[config.mk]
export PLATFORM = sky130hd
export DESIGN_NAME = two_level_priority_request_queue_top
export DESIGN_NICKNAME = d
export VERILOG_FILES = /design/src/rtl/tprq_pkg.sv /design/src/rtl/tprq_cell.sv /design/src/rtl/tprq_chain.sv /design/src/rtl/two_level_priority_request_queue_top.sv
export SDC_FILE = /design/constraint.sdc
export NUM_CORES = 1
export LEC_CHECK = 0
export CAP_MARGIN = 20
export CORE_AREA = 4 4 303 305
export CTS_CLUSTER_SIZE = 10
export DETAILED_ROUTE_END_ITERATION = 7
export DIE_AREA = 0 0 307 309
export DONT_BUFFER_PORTS = 1
export GPL_TIMING_DRIVEN = 0
export SLEW_MARGIN = 20
export SYNTH_ARGS = -nofsm -noshare
export SYNTH_HDL_FRONTEND = slang
export SYNTH_SLANG_ARGS = --single-unit
export TNS_END_PERCENT = 100
[constraint.sdc]
create_clock -name i_clk -period 7.6 [get_ports i_clk]
set_clock_uncertainty 0.1 [all_clocks]
set_input_delay 0.76 -clock i_clk [delete_from_list [all_inputs] [get_ports i_clk]]
set_output_delay 0.76 -clock i_clk [all_outputs]
set_load 0.02 [all_outputs]
[src/rtl/tprq_pkg.sv]
`default_nettype none

package tprq_pkg;

    // default number of floors, also the depth of each queue
    localparam int unsigned FLOORS_DEF = 64;

    localparam int unsigned FLOOR_W = 6;
    localparam int unsigned KIND_W  = 2;
    localparam int unsigned IN_TDATA_W  = 8;
    localparam int unsigned OUT_TDATA_W = 8;

    // command codes carried in the input tuser
    localparam logic CMD_ADD   = 1'b0;
    localparam logic CMD_DRAIN = 1'b1;

    // priority codes
    localparam logic PRIO_LOW  = 1'b0;
    localparam logic PRIO_HIGH = 1'b1;

    typedef enum logic [KIND_W-1:0] {
        KIND_ACCEPTED = 2'd0,
        KIND_REFUSED  = 2'd1,
        KIND_STOP     = 2'd2,
        KIND_NOTHING  = 2'd3
    } t_kind;

    typedef enum logic {
        ST_IDLE  = 1'b0,
        ST_DRAIN = 1'b1
    } t_state;

    // control for one queue chain
    typedef struct packed {
        logic load;   // write the tail cell selected by the count
        logic shift;  // every cell takes its upstream neighbor, head leaves
    } t_chain_ctl;

endpackage

`default_nettype wire

[src/rtl/tprq_cell.sv]
`default_nettype none

module tprq_cell
    import tprq_pkg::*;
(
    input  wire logic               i_clk,
    input  wire logic               i_load,
    input  wire logic               i_shift,
    input  wire logic [FLOOR_W-1:0] i_wr_floor,
    input  wire logic [FLOOR_W-1:0] i_next_floor,
    output logic      [FLOOR_W-1:0] o_floor
);

    logic [FLOOR_W-1:0] r_floor;

    // shift wins; loads never coincide with shifts
    always_ff @(posedge i_clk) begin
        if (i_shift) begin
            r_floor <= i_next_floor;
        end else if (i_load) begin
            r_floor <= i_wr_floor;
        end
    end

    assign o_floor = r_floor;

endmodule

`default_nettype wire

[src/rtl/tprq_chain.sv]
`default_nettype none

module tprq_chain
    import tprq_pkg::*;
#(
    parameter int unsigned DEPTH = FLOORS_DEF,
    localparam int unsigned CNT_W = $clog2(DEPTH + 1)
) (
    input  wire logic               i_clk,
    input  wire t_chain_ctl         i_ctl,
    input  wire logic [CNT_W-1:0]   i_count,
    input  wire logic [FLOOR_W-1:0] i_wr_floor,
    output logic      [FLOOR_W-1:0] o_head
);

    logic [FLOOR_W-1:0] w_floor [DEPTH];

    for (genvar g = 0; g < DEPTH; g++) begin : g_cell
        logic [FLOOR_W-1:0] w_next;
        logic               w_load;

        if (g == DEPTH - 1) begin : g_tail
            assign w_next = '0;
        end else begin : g_mid
            assign w_next = w_floor[g+1];
        end

        // the cell at the fill level takes a new entry
        assign w_load = i_ctl.load && (i_count == CNT_W'(g));

        tprq_cell u_cell (
            .i_clk        (i_clk),
            .i_load       (w_load),
            .i_shift      (i_ctl.shift),
            .i_wr_floor   (i_wr_floor),
            .i_next_floor (w_next),
            .o_floor      (w_floor[g])
        );
    end

    assign o_head = w_floor[0];

endmodule

`default_nettype wire

[src/rtl/two_level_priority_request_queue_top.sv]
`default_nettype none

// channel   dir  tdata                                   tuser         tlast
// s_axis    in   [0] priority_req, [6:1] floor, [7] 0    [0] command   -
// m_axis    out  [5:0] stop_floor, [6] served_priority,  [1:0] kind    last
//                [7] 0
//
// an add: the pending bitmap decides accept or refuse and the result goes straight
// into the output register; so does the nothing result of an empty drain
// a drain of queued floors holds the input after its accept cycle and pops the head
// cell of a chain, one per cycle while the output register is free or being taken
// reset clears the counts, the bitmap and the state; queue cells are not reset
// a stalled m_axis holds the result and stops the drain; s_axis is taken again
// once the drain is over and the output register is free or being taken

module two_level_priority_request_queue_top
    import tprq_pkg::*;
#(
    parameter int unsigned FLOORS = FLOORS_DEF
) (
    input  wire logic                   i_clk,
    input  wire logic                   i_rst_n,

    input  wire logic                   s_axis_tvalid,
    output logic                        s_axis_tready,
    // [0] priority_req, [6:1] floor, [7] zero fill
    input  wire logic [IN_TDATA_W-1:0]  s_axis_tdata,
    // [0] command
    input  wire logic                   s_axis_tuser,

    output logic                        m_axis_tvalid,
    input  wire logic                   m_axis_tready,
    // [5:0] stop_floor, [6] served_priority, [7] zero fill
    output logic      [OUT_TDATA_W-1:0] m_axis_tdata,
    // [1:0] kind
    output logic      [KIND_W-1:0]      m_axis_tuser,
    output logic                        m_axis_tlast
);

    localparam int unsigned CNT_W = $clog2(FLOORS + 1);
    localparam int unsigned IDX_W = $clog2(FLOORS);

    // input fields
    logic               w_cmd;
    logic               w_prio;
    logic [FLOOR_W-1:0] w_floor;

    assign w_cmd   = s_axis_tuser;
    assign w_prio  = s_axis_tdata[0];
    assign w_floor = s_axis_tdata[FLOOR_W:1];

    // state
    t_state             r_state, n_state;
    logic [CNT_W-1:0]   r_hcnt, n_hcnt;
    logic [CNT_W-1:0]   r_lcnt, n_lcnt;
    logic [FLOORS-1:0]  r_pending, n_pending;

    // output register
    logic               r_ovalid, n_ovalid;
    t_kind              r_okind, n_okind;
    logic [FLOOR_W-1:0] r_ofloor, n_ofloor;
    logic               r_oprio, n_oprio;
    logic               r_olast, n_olast;

    // chains
    t_chain_ctl         w_hctl, w_lctl;
    logic [FLOOR_W-1:0] w_hhead, w_lhead;

    // handshake helpers
    logic               w_out_free;
    logic               w_in_acc;
    logic               w_in_range;
    logic               w_dup;
    logic               w_add_ok;
    logic               w_empty;
    logic               w_pop_last;

    assign w_out_free = !r_ovalid || m_axis_tready;
    assign w_in_acc   = s_axis_tvalid && s_axis_tready;
    assign w_in_range = {1'b0, w_floor} < (FLOOR_W + 1)'(FLOORS);
    assign w_dup      = r_pending[w_floor[IDX_W-1:0]];
    assign w_add_ok   = w_in_range && !w_dup;
    assign w_empty    = (r_hcnt == '0) && (r_lcnt == '0);
    // the entry leaving now is the final one of the drain
    assign w_pop_last = ((r_hcnt == CNT_W'(1)) && (r_lcnt == '0))
                     || ((r_hcnt == '0) && (r_lcnt == CNT_W'(1)));

    tprq_chain #(
        .DEPTH (FLOORS)
    ) u_high (
        .i_clk      (i_clk),
        .i_ctl      (w_hctl),
        .i_count    (r_hcnt),
        .i_wr_floor (w_floor),
        .o_head     (w_hhead)
    );

    tprq_chain #(
        .DEPTH (FLOORS)
    ) u_low (
        .i_clk      (i_clk),
        .i_ctl      (w_lctl),
        .i_count    (r_lcnt),
        .i_wr_floor (w_floor),
        .o_head     (w_lhead)
    );

    // next state
    always_comb begin
        n_state = r_state;
        case (r_state)
            ST_IDLE: begin
                if (w_in_acc && (w_cmd == CMD_DRAIN) && !w_empty) begin
                    n_state = ST_DRAIN;
                end
            end
            ST_DRAIN: begin
                if (w_out_free && w_pop_last) begin
                    n_state = ST_IDLE;
                end
            end
            default: n_state = ST_IDLE;
        endcase
    end

    // outputs and datapath control
    always_comb begin
        s_axis_tready = 1'b0;
        w_hctl        = '0;
        w_lctl        = '0;
        n_hcnt        = r_hcnt;
        n_lcnt        = r_lcnt;
        n_pending     = r_pending;
        n_ovalid      = r_ovalid && !m_axis_tready;
        n_okind       = r_okind;
        n_ofloor      = r_ofloor;
        n_oprio       = r_oprio;
        n_olast       = r_olast;
        case (r_state)
            ST_IDLE: begin
                s_axis_tready = w_out_free;
                if (w_in_acc) begin
                    n_ovalid = 1'b1;
                    n_olast  = 1'b1;
                    if (w_cmd == CMD_ADD) begin
                        n_ofloor = w_floor;
                        n_oprio  = w_prio;
                        if (w_add_ok) begin
                            n_okind = KIND_ACCEPTED;
                            n_pending[w_floor[IDX_W-1:0]] = 1'b1;
                            if (w_prio == PRIO_HIGH) begin
                                w_hctl.load = 1'b1;
                                n_hcnt      = r_hcnt + CNT_W'(1);
                            end else begin
                                w_lctl.load = 1'b1;
                                n_lcnt      = r_lcnt + CNT_W'(1);
                            end
                        end else begin
                            n_okind = KIND_REFUSED;
                        end
                    end else begin
                        // drain start: bitmap empties now; stops follow if queued
                        n_pending = '0;
                        if (w_empty) begin
                            n_okind  = KIND_NOTHING;
                            n_ofloor = '0;
                            n_oprio  = PRIO_LOW;
                        end else begin
                            n_ovalid = r_ovalid && !m_axis_tready;
                        end
                    end
                end
            end
            ST_DRAIN: begin
                if (w_out_free) begin
                    n_ovalid = 1'b1;
                    n_okind  = KIND_STOP;
                    n_olast  = w_pop_last;
                    if (r_hcnt != '0) begin
                        n_ofloor     = w_hhead;
                        n_oprio      = PRIO_HIGH;
                        w_hctl.shift = 1'b1;
                        n_hcnt       = r_hcnt - CNT_W'(1);
                    end else begin
                        n_ofloor     = w_lhead;
                        n_oprio      = PRIO_LOW;
                        w_lctl.shift = 1'b1;
                        n_lcnt       = r_lcnt - CNT_W'(1);
                    end
                end
            end
            default: begin
                s_axis_tready = 1'b0;
            end
        endcase
    end

    always_ff @(posedge i_clk) begin
        if (!i_rst_n) begin
            r_state   <= ST_IDLE;
            r_hcnt    <= '0;
            r_lcnt    <= '0;
            r_pending <= '0;
            r_ovalid  <= 1'b0;
        end else begin
            r_state   <= n_state;
            r_hcnt    <= n_hcnt;
            r_lcnt    <= n_lcnt;
            r_pending <= n_pending;
            r_ovalid  <= n_ovalid;
        end
    end

    // result payload
    always_ff @(posedge i_clk) begin
        r_okind  <= n_okind;
        r_ofloor <= n_ofloor;
        r_oprio  <= n_oprio;
        r_olast  <= n_olast;
    end

    assign m_axis_tvalid = r_ovalid;
    assign m_axis_tdata  = {1'b0, r_oprio, r_ofloor};
    assign m_axis_tuser  = r_okind;
    assign m_axis_tlast  = r_olast;

endmodule

`default_nettype wire

==> out/qor.txt <==
Yosys warning total - 0
number of global-route vias before repair - 21900
Top delay family on crit path - buffers and inverters
non-filler cells, final - 4180
synth cell count leaders - nand2_1 (893), edfxtp_1 (766), a21o_1 (378), clkbuf_1 (216), dfxtp_1 (92)
Lkg Pwr - 15.3 nW
crit path max fanout - 10
first-pass GRT wire length - 132 mm
final number of hold-violating endpoints - 0
# resized after CTS - 0
Die Area - 94900 µm²
Rows - 110
DRC Markers - 0
Starting Density - 39.6%
Vias - 22600
Placed Instances - 4036
DRT iter0 DRCs - 1987
Worst Setup Start Kind - input port
most numerous cell in the Yosys netlist - nand2_1
Synth top area share - 65.1%
critical path, cell by cell - buf_6 > buf_6 > buf_2 > buf_2 > mux2i_1 > nand2_1 > and3_1 > nor4_4 > nand2_1 > clkbuf_1 > clkbuf_1 > o31ai_1
gr ovfl total - 0
XOR/XNOR Fraction of Synth Area - 0.0248%
hold buffers post-CTS - 0
Max clock buf depth - 3
unrepaired setup endpoints after global routing - no
part of the Yosys area used for sequential elements - 70.3%
I/O pins - 26
grt met1 use - 25.7%
dpl hpwl - 59.3 mm
Filler Cells Inserted - 8131
DR pass1 iterations - 5
Pwr Total - 10.7 mW
via/cell ratio - 5.40
synth unique cells - 60
Tcrit/Tclk final - 59.0%
post-synthesis simple-gate area fraction - 11.7%
CP max stage delay - 0.98 ns
worst hold-check path type - in -> reg
Cell Area, Synth - 35300 µm²
worst skew pair latency - 0.67 ns
status - completed
area leader, netlist - edfxtp_1
CTS tree - yes
max_cap viols - 0
maximum vdd drop - 0.173 mV
clock-pin slew on the worst setup and hold paths - 0.06 ns
Primary FF master, synth - edfxtp_1
combinational family with the most area after synthesis - compound AO/OA/AOI/OAI gates
GR Util met3 - 4.66%
post-CTS setup buffers - 0
Yosys reg bits - 858
mux contribution to synthesized area - 1.77%
routing usage on met2 - 27.7%
Crit Path Category - in -> reg
synthesized-area fraction occupied by adder cells - 0.354%
initial antenna violation count - 3
setup TNS - 0 ns
compound-cell area share of the yosys netlist - 12.9%
Slew @ Worst Pin - 1.10 ns
Synth area leaders - edfxtp_1 (65%), nand2_1 (9.5%), a21o_1 (8.0%)
chip width - 307 µm
Max transition margin - 26.0%
Nets - 2984
DRT Wirelength - 86.6 mm
GRT Total Usage - 18.1%
data required time at the worst endpoint - 7.78 ns
fraction of registers with async set/reset - 0%
Net Count, Synth - 2860
Slew Limit Fails - 0
Worst EP arrival - 4.66 ns
PortBufs - 0
Peak Freq - 223 MHz
Syn Inst Count - 2837
H-tree level count - 3
core area - 89300 µm²
Top Usage Layer GRT - met2
largest net degree at the start of global routing - 15
share of layout cells above drive strength 1 - 8.56%
CTS sink cnt - 858
GPL Wtd Cong - 0.845
Cell Pwr Density - 268 nW/µm²
Post-synth EDFFs - 766
Min Clock Period, post-route - 4.48 ns
Hold Slack - 0.240 ns
Setup-failing EPs final - 0
CP max stage cell - o31ai_1
CTS root buf - clkbuf_16
WL per Instance - 20.7 µm
crit end category - flip-flop
die height - 309 µm
CTS Buf Count - 96
post-route ant nets - 0
Synth-to-Final Area Change - 13.1%
Buf/Inv on CP - 6
average cell area after synthesis - 12.5 µm²
## worst paths after layout
| check | to | slack, ns | from | depth (start not counted) |
|---|---|---|---|---|
| worst max-delay path | u_high.g_cell[57].u_cell.o_floor[2] | 3.12 | s_axis_tdata[3] | 12 |
| worst min-delay path | m_axis_tlast | 0.24 | s_axis_tvalid | 2 |
| worst max register to register | u_high.g_cell[54].u_cell.o_floor[3] | 3.22 | r_hcnt[2] | 8 |
| worst min register to register | r_pending[62] | 0.34 | r_pending[62] | 2 |
## routing by layer
layer  part of all wire (%)  wire, µm  vias to the layer above
met5                      0         0                        -
met4                    2.1      1830                        0
met3                    8.3      7150                      123
met2                     45     38800                      771
met1                     45     38700                    11300
li1                       -         -                    10400
## power breakdown
part / internal (mW) / total (mW) / switching, mW
clock: 2.30 / 4.13 / 1.82
sequential: 5.46 / 5.54 / 0.0797
combinational: 0.314 / 1.05 / 0.739
## sequential cells by signal (all words and copies together), names as in the netlist
register and count:
r_state 1, u_low.g_cell.u_cell.o_floor 384, m_axis_tlast 1, r_pending 64, r_hcnt 7, r_ofloor 6, r_oprio 1, r_lcnt 7
m_axis_tvalid 1, m_axis_tuser 2, u_high.g_cell.u_cell.o_floor 384
## cell usage in the layout (no fill, tap or decap), types with 5 or more instances in the layout
cell type,instances
a21oi_1,6
inv_1,9
o41ai_2,31
a22oi_1,5
and3_1,5
clkbuf_1,249
o31ai_1,28
mux2i_1,42
and2_1,7
o22ai_1,9
nand4_1,8
nor3_1,6
o21ai_1,36
nand2_1,893
dfxtp_1,92
ha_1,10
or4_1,5
buf_4,6
o31ai_2,25
nor2_1,36
nand3_1,26
a31o_2,32
nand2b_1,11
or3_1,9
a21o_1,378
nor2b_1,8
o21ai_0,51
buf_2,36
edfxtp_1,766
a21boi_0,5
clkbuf_16,96
buf_1,10
mux2_2,5
## cell type report
type                            count  area, µm²  area share, %
Clock inverter                      9        136          0.341
Sequential cell                   858      24800           62.1
Clock buffer                      129       2530           6.32
Inverter                           10       37.5         0.0939
Antenna cell                        3       7.51         0.0188
Timing Repair Buffer               26        140          0.351
Multi-Input combinational cell   1721       9820           24.6
Tap cell                         1176       1470           3.68
Buffer                            248        998           2.50
## logic make-up after synthesis
| family | count (synthesis) |
|---|---|
| AOI/OAI and AO/OA | 626 |
| adders and majority gates | 10 |
| and+or+nand+nor | 1030 |
| muxes | 53 |
| xor gates and xnor gates | 1 |
| other | 1 |
| DFF | 858 |
| buffers and inverters | 258 |
## stage by stage
| stage | util, % | instance area (µm²) | worst slack [ns] |
|---|---|---|---|
| 3_3_place_gp | 41.2 | 36800 | 2.12 |
| 5_1_grt | 44.8 | 40000 | 2.96 |
| 2_1_floorplan | - | 35300 | 3.65 |
| 3_5_place_dp | 41.7 | 37200 | 2.47 |
| 4_1_cts | 44.6 | 39900 | 3.17 |
| 6_report | 44.8 | 40000 | 3.12 |
No activity file was read; power rests on OpenSTA's default activity.
